[src/bpfa_lsb.sv]
// bpfa_lsb: lowest set bit finder over one 64-bit word, binary search in six levels
// no package dependency

module bpfa_lsb (
    input  logic [63:0] i_vec,
    output logic [5:0]  o_idx
);

    logic [63:0] v;

    always_comb begin
        v     = i_vec;
        o_idx = '0;
        for (int k = 5; k >= 0; k--) begin
            if ((v & ((64'd1 << (1 << k)) - 64'd1)) == 64'd0) begin
                o_idx[k] = 1'b1;
                v        = v >> (1 << k);
            end
        end
    end

endmodule

[config.mk]
export PLATFORM = sky130hd
export DESIGN_NAME = bpfa_lsb
export DESIGN_NICKNAME = d
export VERILOG_FILES = /design/src/bpfa_lsb.sv
export SDC_FILE = /design/constraint.sdc
export NUM_CORES = 1
export LEC_CHECK = 0
export BUFFER_PORTS_ARGS = -buffer_cell sky130_fd_sc_hd__buf_2
export CAP_MARGIN = 10
export CORE_UTILIZATION = 39
export DETAILED_ROUTE_END_ITERATION = 10
export PLACE_DENSITY = 0.86
export SYNTH_ARGS = -nofsm -noshare
export SYNTH_HDL_FRONTEND = slang
export SYNTH_SLANG_ARGS = --single-unit
[constraint.sdc]
create_clock -name vclk -period 2.66
set_input_delay 0.133 -clock vclk [all_inputs]
set_output_delay 0.133 -clock vclk [all_outputs]
set_load 0.05 [all_outputs]
Word level (Yosys, flattened, before mapping)
Cells that the tools add are included.
Cells by class
  multiplexer cells: 11
  reductions and logical operators: 6
Operators with widths (count)
  $logic_not 64->1: 6
  $mux 31: 1
  $mux 15: 1
  $mux 1: 7
  $mux 7: 1
  $mux 3: 1
Word-level totals
  register bits: 0
  output and inout bits: 6

Depth between registers and ports, before layout
Gate-level depths: netlist of run 1.
  depth after elaboration: 12
  mapped depth: 10

Worst setup path before layout of run 1
OpenSTA, ideal clock, no wires.
  path type: input port to output port
  start: input port i_vec[4]
  end: output port o_idx[0]
  arrival: 3482 ps
  required time: 2527 ps
  setup slack: -955 ps
  cell stages on the path: 9
  path buffers: 2
  path through: nor4_1 -> and4_1 -> buf_6 -> and2_1 -> buf_1 -> a21oi_1 -> o21ai_0 -> a221oi_1 -> a311oi_1
Between the ends
  cells in the longest elaborated chain, start to end: 12
RTL lines
  start, declared: line 5  | input logic [63:0] i_vec,
  $logic_not 64->1: line 15  | if ((v & ((64'd1 << (1 << k)) - 64'd1)) == 64'd0) begin
  $mux 31 *: line 15
  $logic_not 64->1: line 15
  $mux 15 *: line 15
  $logic_not 64->1: line 15
  $mux 7 *: line 15
  $logic_not 64->1: line 15
  $mux 3 *: line 15
  $logic_not 64->1: line 15
  $mux 1 *: line 15
  $logic_not 64->1 *: line 15
  $mux 1 *: line 15
  end, declared: line 6  | output logic [5:0] o_idx
Mark *: on every way between the ends. The rest lies on a longest branch, timed or not.

Final worst setup path of run 1
  start: input port i_vec[36]
  end: output port o_idx[1]
Between the ends
  cells in the longest elaborated chain, start to end: 9
RTL lines (line)
  $mux 31 *: 15
  $logic_not 64->1: 15
  $mux 15 *: 15
  $logic_not 64->1: 15
  $mux 7 *: 15
  $logic_not 64->1: 15
  $mux 3 *: 15
  $logic_not 64->1 *: 15
  $mux 1 *: 15
Marks and branches as above.

==> metrics.md, run 1 <==
| Metric | Value |
|---|---|
| PnR worst setup slack | -131 ps |
| CP required | 2530 ps |
| Final cycle utilization of the critical path | 105% |
| Avg WL per Cell | between 15 and 20 µm |
| Seq cells | 0 |
| Pre-Repair DR Iteration Count | 4 |
| Most frequent cells in the layout | buf_2, buf_4, a31oi_1 |
| Post-synthesis cell type count | 39 |
| Layout cells sized above 1 | 63.3% |
| Unrepaired setup endpoints after global routing | true |
| Floorplan row count | 15 |
| HP Class | in -> out |
| Slew headroom | between 60% and 70% |
| Mapped Nets | about 170 |
| Post-layout minimum cycle time | 2790 ps |
| Final Max Tran Viols | 0 |
| Setup CP Type | in -> out |
| Cell Count Post-Placement | around 220 |
| Largest net degree at the start of global routing | 11 |
| Clkbuf count | 0 |
| Cell Count, Final, Fillers Out | around 220 |
| Leak pwr | approximately 0.62 nW |
| Starting Density | between 40% and 50% |
| Drt total wl | 3590 µm |
| Port Buffers | ~70 |
| Vias/cell | about 6.4 |
| Type of destination of the critical path | output port |
| Commonest non-fill, non-tap cell in the layout | buf_2 |
| Failing checks | setup timing |
| Die Height | ~45 µm |
| Achievable Freq | 358 MHz |
| Final setup fails | 2 |
| Vias | roughly 1400 |
| Final Net Count | between 200 and 300 |
| Startpoint types | input port |
| Die area | ~2000 µm² |
| First-pass GRT wire length | 5490 µm |
| Cells after Synth | approximately 110 |
| Core Box Area | roughly 1700 µm² |
| Hold violation count in the final report | 0 |
| Worst EP arrival | roughly 2700 ps |
| Hold_sp | i_vec[6] |
| Vias in the first global route | about 1400 |
| Reg area | 0 µm² |
| Drt initial violations | between 40 and 50 |
| Area Overhead vs Synth | 94.5% |
| Max-cap violation count | 0 |
| Critical path startpoint | i_vec[36] |
| All-Layer GR Usage | about a third |
| Sequential area share after synthesis | 0% |
| Synth warnings | 0 |
| Ant. Diodes | 0 |
| Syn Std Cell Area | around 720 µm² |
| Remaining global-route overflow | 0 |
| Synth Area per Inst | about 6.8 µm² |
| P per Cell Area | between 100 and 150 nW/µm² |
| Outcome | complete, but fails checks |
| Worst VDD drop | 0.0666 mV |
| Max FO, Critical Path | 8 |
| Setup WS pre-CTS | -332 ps |
| ANT nets after route | 0 |
| Die width | ~45 µm |
| Final GP Congestion | just under 1 |
| Setup TNS Final | -228 ps |
| Initial antenna violation count | 0 |
| Worst-margin pin slew | about 460 ps |
| Post-DP HPWL | around 2800 µm |
| Hold WS | between 700 and 800 ps |
| DRC | 0 |
| I/O Pins | 70 |
## report_power, final
part / internal, mW / switching [mW] / total, mW
clock network: 0 / 0 / 0
logic: 0.0751 / 0.0766 / 0.152
registers: 0 / 0 / 0
total: 0.0751 / 0.0766 / 0.152
## per-layer routing
metal / track usage (%) / part of all wire, % / vias to the layer above
met3: 4.00 / 9.2 / 21
met5: 0 / 0 / -
li1: - / - / 649
met4: 15.8 / 3.8 / 0
met1: 40.7 / 39 / 623
met2: 64.1 / 48 / 117
## cells by family (layout without fill, tap and decap cells)
logic type / Yosys count / count (layout) / synth area share (%)
buffers and inverters: 9 / 98 / 7.78
and+or+nand+nor: 37 / 37 / 32.5
AOI/OAI and AO/OA: 61 / 61 / 59.7
## critical path: stages
cell and delay, ps:
buf_6 90, or4_4 540, or4_4 450, o21a_4 260
o31a_1 290, and4_4 180, o2111a_2 270, a211oi_4 240
buf_6 190
## cells in the mapped netlist, types with 2 or more instances
master / n / area (µm²)
a31oi_1: 15 / 93.8
nor4_1: 11 / 68.8
a21oi_1: 10 / 50.1
nand2_1: 7 / 26.3
nor2_1: 6 / 22.5
o21ai_0: 5 / 25.0
o31a_1: 5 / 43.8
o31ai_1: 4 / 30.0
a21o_1: 3 / 22.5
buf_6: 3 / 33.8
nand3_1: 3 / 15.0
o211ai_1: 3 / 22.5
a221oi_1: 2 / 17.5
and4_1: 2 / 17.5
clkbuf_1: 2 / 7.51
inv_1: 2 / 7.51
or4_4: 2 / 22.5
## final timing paths
kind	cells after the start	to
worst max-delay path	9	o_idx[1]
worst min-delay path	5	o_idx[0]
## timing repair
action,4_1_cts,5_1_grt
resized for setup,15,14
setup buffers,0,0
hold buffers,0,0
pin swaps,5,8
setup endpoints to repair,3,3
## final cells by class
cell class	count	area [µm²]
timing repair buffer	95	559
inverter	3	17.5
tap	25	31.3
multi-input combinational	98	798
fill	121	320
## per-stage QoR
| stage | util [%] | power [mW] | instance area [µm²] |
|---|---|---|---|
| floorplan | - | 0.0512 | 756 |
| global placement | 74.2 | 0.128 | 1280 |
| detailed placement | 74.2 | 0.132 | 1280 |
| CTS | 77.2 | 0.140 | 1330 |
| global route | 81.4 | 0.161 | 1410 |
| finish | 81.4 | 0.152 | 1410 |
No activity file was read; power rests on OpenSTA's default activity.
==> inputs of run 2 (changes only) <==
--- a/config.mk
+++ b/config.mk
@@ -7,9 +7,9 @@
 export LEC_CHECK = 0
 export BUFFER_PORTS_ARGS = -buffer_cell sky130_fd_sc_hd__buf_2
 export CAP_MARGIN = 10
-export CORE_UTILIZATION = 39
+export CORE_UTILIZATION = 35
 export DETAILED_ROUTE_END_ITERATION = 10
-export PLACE_DENSITY = 0.86
+export PLACE_DENSITY = 0.81
 export SYNTH_ARGS = -nofsm -noshare
 export SYNTH_HDL_FRONTEND = slang
 export SYNTH_SLANG_ARGS = --single-unit
==> constraint.sdc (replaced) <==
create_clock -name vclk -period 2.3
set_input_delay 0.115 -clock vclk [all_inputs]
set_output_delay 0.115 -clock vclk [all_outputs]
set_load 0.05 [all_outputs]
==> run 2 against run 1 <==
The run still ends with setup timing left. Worst setup slack worse by 310 ps. Sequential share of layout area unchanged. Largest cell class is now buffers. Non-clock buffer count increased by 29. Combinational power grew 37%. Via count increased by 12%. Hold slack got worse by 19 ps. Critical path depth unchanged. Critical path type unchanged. Global-route usage is 3.2 points higher. Clock-buffer cell count did not move. Die area grew 11%. Total power up 37%. Cell count rose by 14%.
==> metrics.md, run 2 (synthesis gave the netlist of run 1 again) <==
| Metric | Value |
|---|---|
| Achievable Freq | roughly 360 MHz |
| Starting Density | a little under two fifths |
| Setup CP Type | in -> out |
| Die Height | around 47 µm |
| Area Overhead vs Synth | 128% |
| DRC | 0 |
| Max-cap violation count | 0 |
| Reg area | 0 µm² |
| Pre-Repair DR Iteration Count | 4 |
| Worst VDD drop | 0.107 mV |
| CP required | around 2200 ps |
| PnR worst setup slack | -441 ps |
| Unrepaired setup endpoints after global routing | true |
| Most frequent cells in the layout | buf_2, buf_4, a31oi_1 |
| Die width | between 40 and 50 µm |
| Clkbuf count | 0 |
| Failing checks | setup timing |
| Port Buffers | just under 70 |
| All-Layer GR Usage | about two fifths |
| Clk pwr share | 0% |
| Outcome | complete, but fails checks |
| Setup WS pre-CTS | -671 ps |
| Commonest non-fill, non-tap cell in the layout | buf_2 |
| Vias/cell | between 6 and 7 |
| Floorplan row count | 16 |
| Max FO, Critical Path | 5 |
| I/O Pins | 70 |
| Hold violation count in the final report | 0 |
| Final cycle utilization of the critical path | 119% |
| Initial antenna violation count | 0 |
| Core Box Area | 1940 µm² |
| Final Net Count | ~290 |
| Type of destination of the critical path | output port |
| Drt initial violations | 85 |
| Die area | around 2300 µm² |
| Largest net degree at the start of global routing | 13 |
| P per Cell Area | about 130 nW/µm² |
| Logic pwr share | between 90% and 100% |
| Seq cells | 0 |
| Vias | between 1500 and 2000 |
| Vias in the first global route | ~1500 |
| Final GP Congestion | roughly 0.9 |
| CTS Hold Buffers Added | 0 |
| Worst-margin pin slew | 385 ps |
| Leak pwr | between 0.7 and 0.8 nW |
| ANT nets after route | 0 |
| Net Switching | just under 100 µW |
| Ant. Diodes | 0 |
| Slew headroom | about three quarters |
| Sw Ratio | ~47% |
| Reg power frac | 0% |
| Drt total wl | roughly 4500 µm |
| Layout cells sized above 1 | between 60% and 70% |
| Remaining global-route overflow | 0 |
| Startpoint types | input port |
| Post-DP HPWL | approximately 3400 µm |
| Post-layout minimum cycle time | roughly 2700 ps |
| Final setup fails | 3 |
| First-pass GRT wire length | ~6200 µm |
| Final Max Tran Viols | 0 |
| Cell internal pwr | roughly 110 µW |
| Avg WL per Cell | about 18 µm |
| HP Class | in -> out |
| Fin util | approximately 85% |
| Worst EP arrival | about 2600 ps |
[run 2: what timing repair did]
item | in CTS | in global routing
pin swaps | 11 | 8
endpoints found under the hold margin | 0 | 0
gates cloned | 1 | 0
setup buffers | 2 | 2
gates resized for setup | 23 | 17
endpoints found under the setup margin | 4 | 5
[run 2: metal layers]
metal | vias up | share of wire, % | GRT usage [%] | routed length [µm]
li1 | 707 | - | - | -
met1 | 720 | 36 | 43.1 | 1630
met2 | 132 | 50 | 69.3 | 2260
met3 | 27 | 9.4 | 6.42 | 422
met4 | 0 | 4.3 | 18.9 | 195
met5 | - | 0 | 0 | 0
[run 2: final timing paths]
| check | start | endpoint | slack (ps) | cells after the start |
|---|---|---|---|---|
| worst max-delay path | i_vec[39] | o_idx[1] | -440 | 9 |
| worst min-delay path | i_vec[6] | o_idx[0] | 740 | 5 |
[run 2: power groups by stage]
stage                     clock network [mW]  logic (mW)  registers (mW)
after floorplan                            0      0.0592               0
after global placement                     0       0.177               0
after detailed placement                   0       0.183               0
after CTS                                  0       0.195               0
after global routing                       0       0.219               0
final                                      0       0.208               0
[run 2: layout make-up]
type / count / area, µm²
timing repair buffer: 124 / 815
multi-input combinational: 99 / 786
fill: 117 / 290
tap: 27 / 33.8
inverter: 3 / 17.5
[run 2: through the flow]
step / instances / hold slack, ps / cell area, µm² / TNS, ps / total power, mW
after floorplan: 107 / 532 / 756 / -1150 / 0.0592
after global placement: 249 / 790 / 1480 / -1530 / 0.177
after detailed placement: 249 / 792 / 1480 / -1860 / 0.183
after CTS: 252 / 733 / 1590 / -1460 / 0.195
after global routing: 253 / 762 / 1650 / -1330 / 0.219
final: 253 / 740 / 1650 / -1230 / 0.208
[run 2: critical path, stage by stage]
cell	delay (ps)
buf_6	90
or4_4	520
or4_4	480
o21a_4	240
o31a_1	280
and4_4	180
o2111a_2	280
a211oi_4	240
buf_6	190
==> inputs of run 3 (changes only) <==
--- a/config.mk
+++ b/config.mk
@@ -9,6 +9,7 @@
 export CAP_MARGIN = 10
 export CORE_UTILIZATION = 35
 export DETAILED_ROUTE_END_ITERATION = 10
+export MAX_ROUTING_LAYER = met4
 export PLACE_DENSITY = 0.81
 export SYNTH_ARGS = -nofsm -noshare
 export SYNTH_HDL_FRONTEND = slang
==> run 3 against run 2 <==
Worst setup slack better by 26 ps. Hold slack worse by 29 ps. Total power is 3.0% lower. The flow still finishes with violations (setup timing). Combinational power is 3% lower. Final area is 2.9% lower. Global-route usage is 0.21 points lower. First-iteration DRC count is 26% lower. Critical path depth stayed put. Sequential share of layout area stayed put. Maximum frequency is 0.95% higher.
==> metrics.md, run 3 (synthesis gave the netlist of run 1 again) <==
| Metric | Value |
|---|---|
| Outcome | complete, but fails checks |
| Failing checks | setup timing |
| Final cycle utilization of the critical path | 118% |
| I/O Pins | 70 |
| Drt total wl | 4200 µm |
| Post-DP HPWL | roughly 3400 µm |
| Die width | around 47 µm |
| Area Overhead vs Synth | 122% |
| Final Max Tran Viols | 0 |
| Net Switching | between 90 and 100 µW |
| Reg power frac | 0% |
| Leak pwr | around 0.74 nW |
| Worst EP arrival | roughly 2600 ps |
| Reg area | 0 µm² |
| Hold_sp | i_vec[6] |
| Remaining global-route overflow | 0 |
| Post-CTS Setup Inserts | 0 |
| Multi-input combinational cell area | 801 µm² |
| Final GP Congestion | 0.926 |
| Cell internal pwr | roughly 110 µW |
| Unrepaired setup endpoints after global routing | true |
| Hold depth | 5 |
| Setup CP Type | in -> out |
| Clkbuf count | 0 |
| Post-layout minimum cycle time | approximately 2700 ps |
| Pre-Repair DR Iteration Count | 4 |
| CP required | 2180 ps |
| Hold WS | 711 ps |
| Type of destination of the critical path | output port |
| Initial antenna violation count | 0 |
| Worst VDD drop | just under 0.1 mV |
| Die area | roughly 2300 µm² |
| First-pass GRT wire length | ~6000 µm |
| DRC | 0 |
| Layout cells sized above 1 | ~67% |
| ANT nets after route | 0 |
| Clk pwr share | 0% |
| Worst-margin pin slew | between 400 and 500 ps |
| Max-cap violation count | 0 |
| Final Net Count | 287 |
| Avg WL per Cell | around 17 µm |
| Startpoint types | input port |
| Core Box Area | 1940 µm² |
| Vias/cell | between 6 and 7 |
| Floorplan row count | 16 |
| Most frequent cells in the layout | buf_2, buf_4, a31oi_1 |
| Vias | 1522 |
| PnR worst setup slack | -415 ps |
| Starting Density | approximately 37% |
| Hold violation count in the final report | 0 |
| Fin util | around 83% |
| Die Height | ~47 µm |
| Logic pwr share | between 90% and 100% |
| Drt initial violations | 63 |
| Slew headroom | around two thirds |
| HP Class | in -> out |
| Final setup fails | 4 |
| Fillers | around 140 |
| Ant. Diodes | 0 |
| P per Cell Area | roughly 130 nW/µm² |
| Seq cells | 0 |
| Hold EP | o_idx[0] |
| Port Buffers | 69 |
| Largest net degree at the start of global routing | 13 |
| Sw Ratio | 46.7% |
| Vias in the first global route | 1463 |
| All-Layer GR Usage | 38.2% |
| Max FO, Critical Path | 5 |
| Commonest non-fill, non-tap cell in the layout | buf_2 |
| Achievable Freq | approximately 370 MHz |
==> run 3: cell count changes in the layout (fill, tap and decap cells not counted), sizes merged <==
cell,delta
buf,-5
==> run 3: layout make-up <==
type | count | share of cell area (%)
Tap cell | 27 | 2.11
Multi-Input combinational cell | 99 | 49.9
Inverter | 3 | 1.09
Timing Repair Buffer | 119 | 46.9
==> run 3: how the worst max path moves through the flow <==
stage,start,end,slack [ps],cells past startpoint
CTS,i_vec[39],o_idx[1],-470,9
global placement,i_vec[36],o_idx[1],-580,9
detailed placement,i_vec[36],o_idx[1],-680,10
global route,i_vec[24],o_idx[1],-480,10
finish,i_vec[39],o_idx[1],-420,9
floorplan,i_vec[36],o_idx[1],-600,8
==> run 3: critical path: stages <==
cell,delay [ps]
buf_6,90
or4_4,530
or4_4,470
o21a_4,250
o31a_1,280
and4_4,180
o2111a_2,270
a211oi_4,220
buf_6,190
==> run 3: routing by layer <==
metal / wire length (µm) / GRT usage [%]
met1: 1550 / 40.2
met2: 2110 / 69.0
met3: 350 / 4.91
met4: 181 / 18.9
met5: 0 / -
==> run 3: timing repair <==
action	CTS	global route
cloned	1	0
endpoints found under the setup margin	4	4
pin swaps	15	2
resized for setup	22	8
hold buffers	0	0
==> run 3: through the flow <==
step / cell area [µm²] / setup WS, ps / instances / total power, mW / setup TNS, ps
6_report: 1600 / -415 / 248 / 0.202 / -1060
5_1_grt: 1600 / -482 / 248 / 0.215 / -1290
4_1_cts: 1570 / -472 / 248 / 0.194 / -1300
3_5_place_dp: 1460 / -678 / 247 / 0.181 / -1920
3_3_place_gp: 1460 / -578 / 247 / 0.176 / -1520
2_1_floorplan: 756 / -604 / 107 / 0.0592 / -1150
==> run 3: power groups by stage <==
stage	clock network (mW)	registers [mW]	logic (mW)
6_report	0	0	0.202
5_1_grt	0	0	0.215
4_1_cts	0	0	0.194
3_5_place_dp	0	0	0.181
3_3_place_gp	0	0	0.176
2_1_floorplan	0	0	0.0592
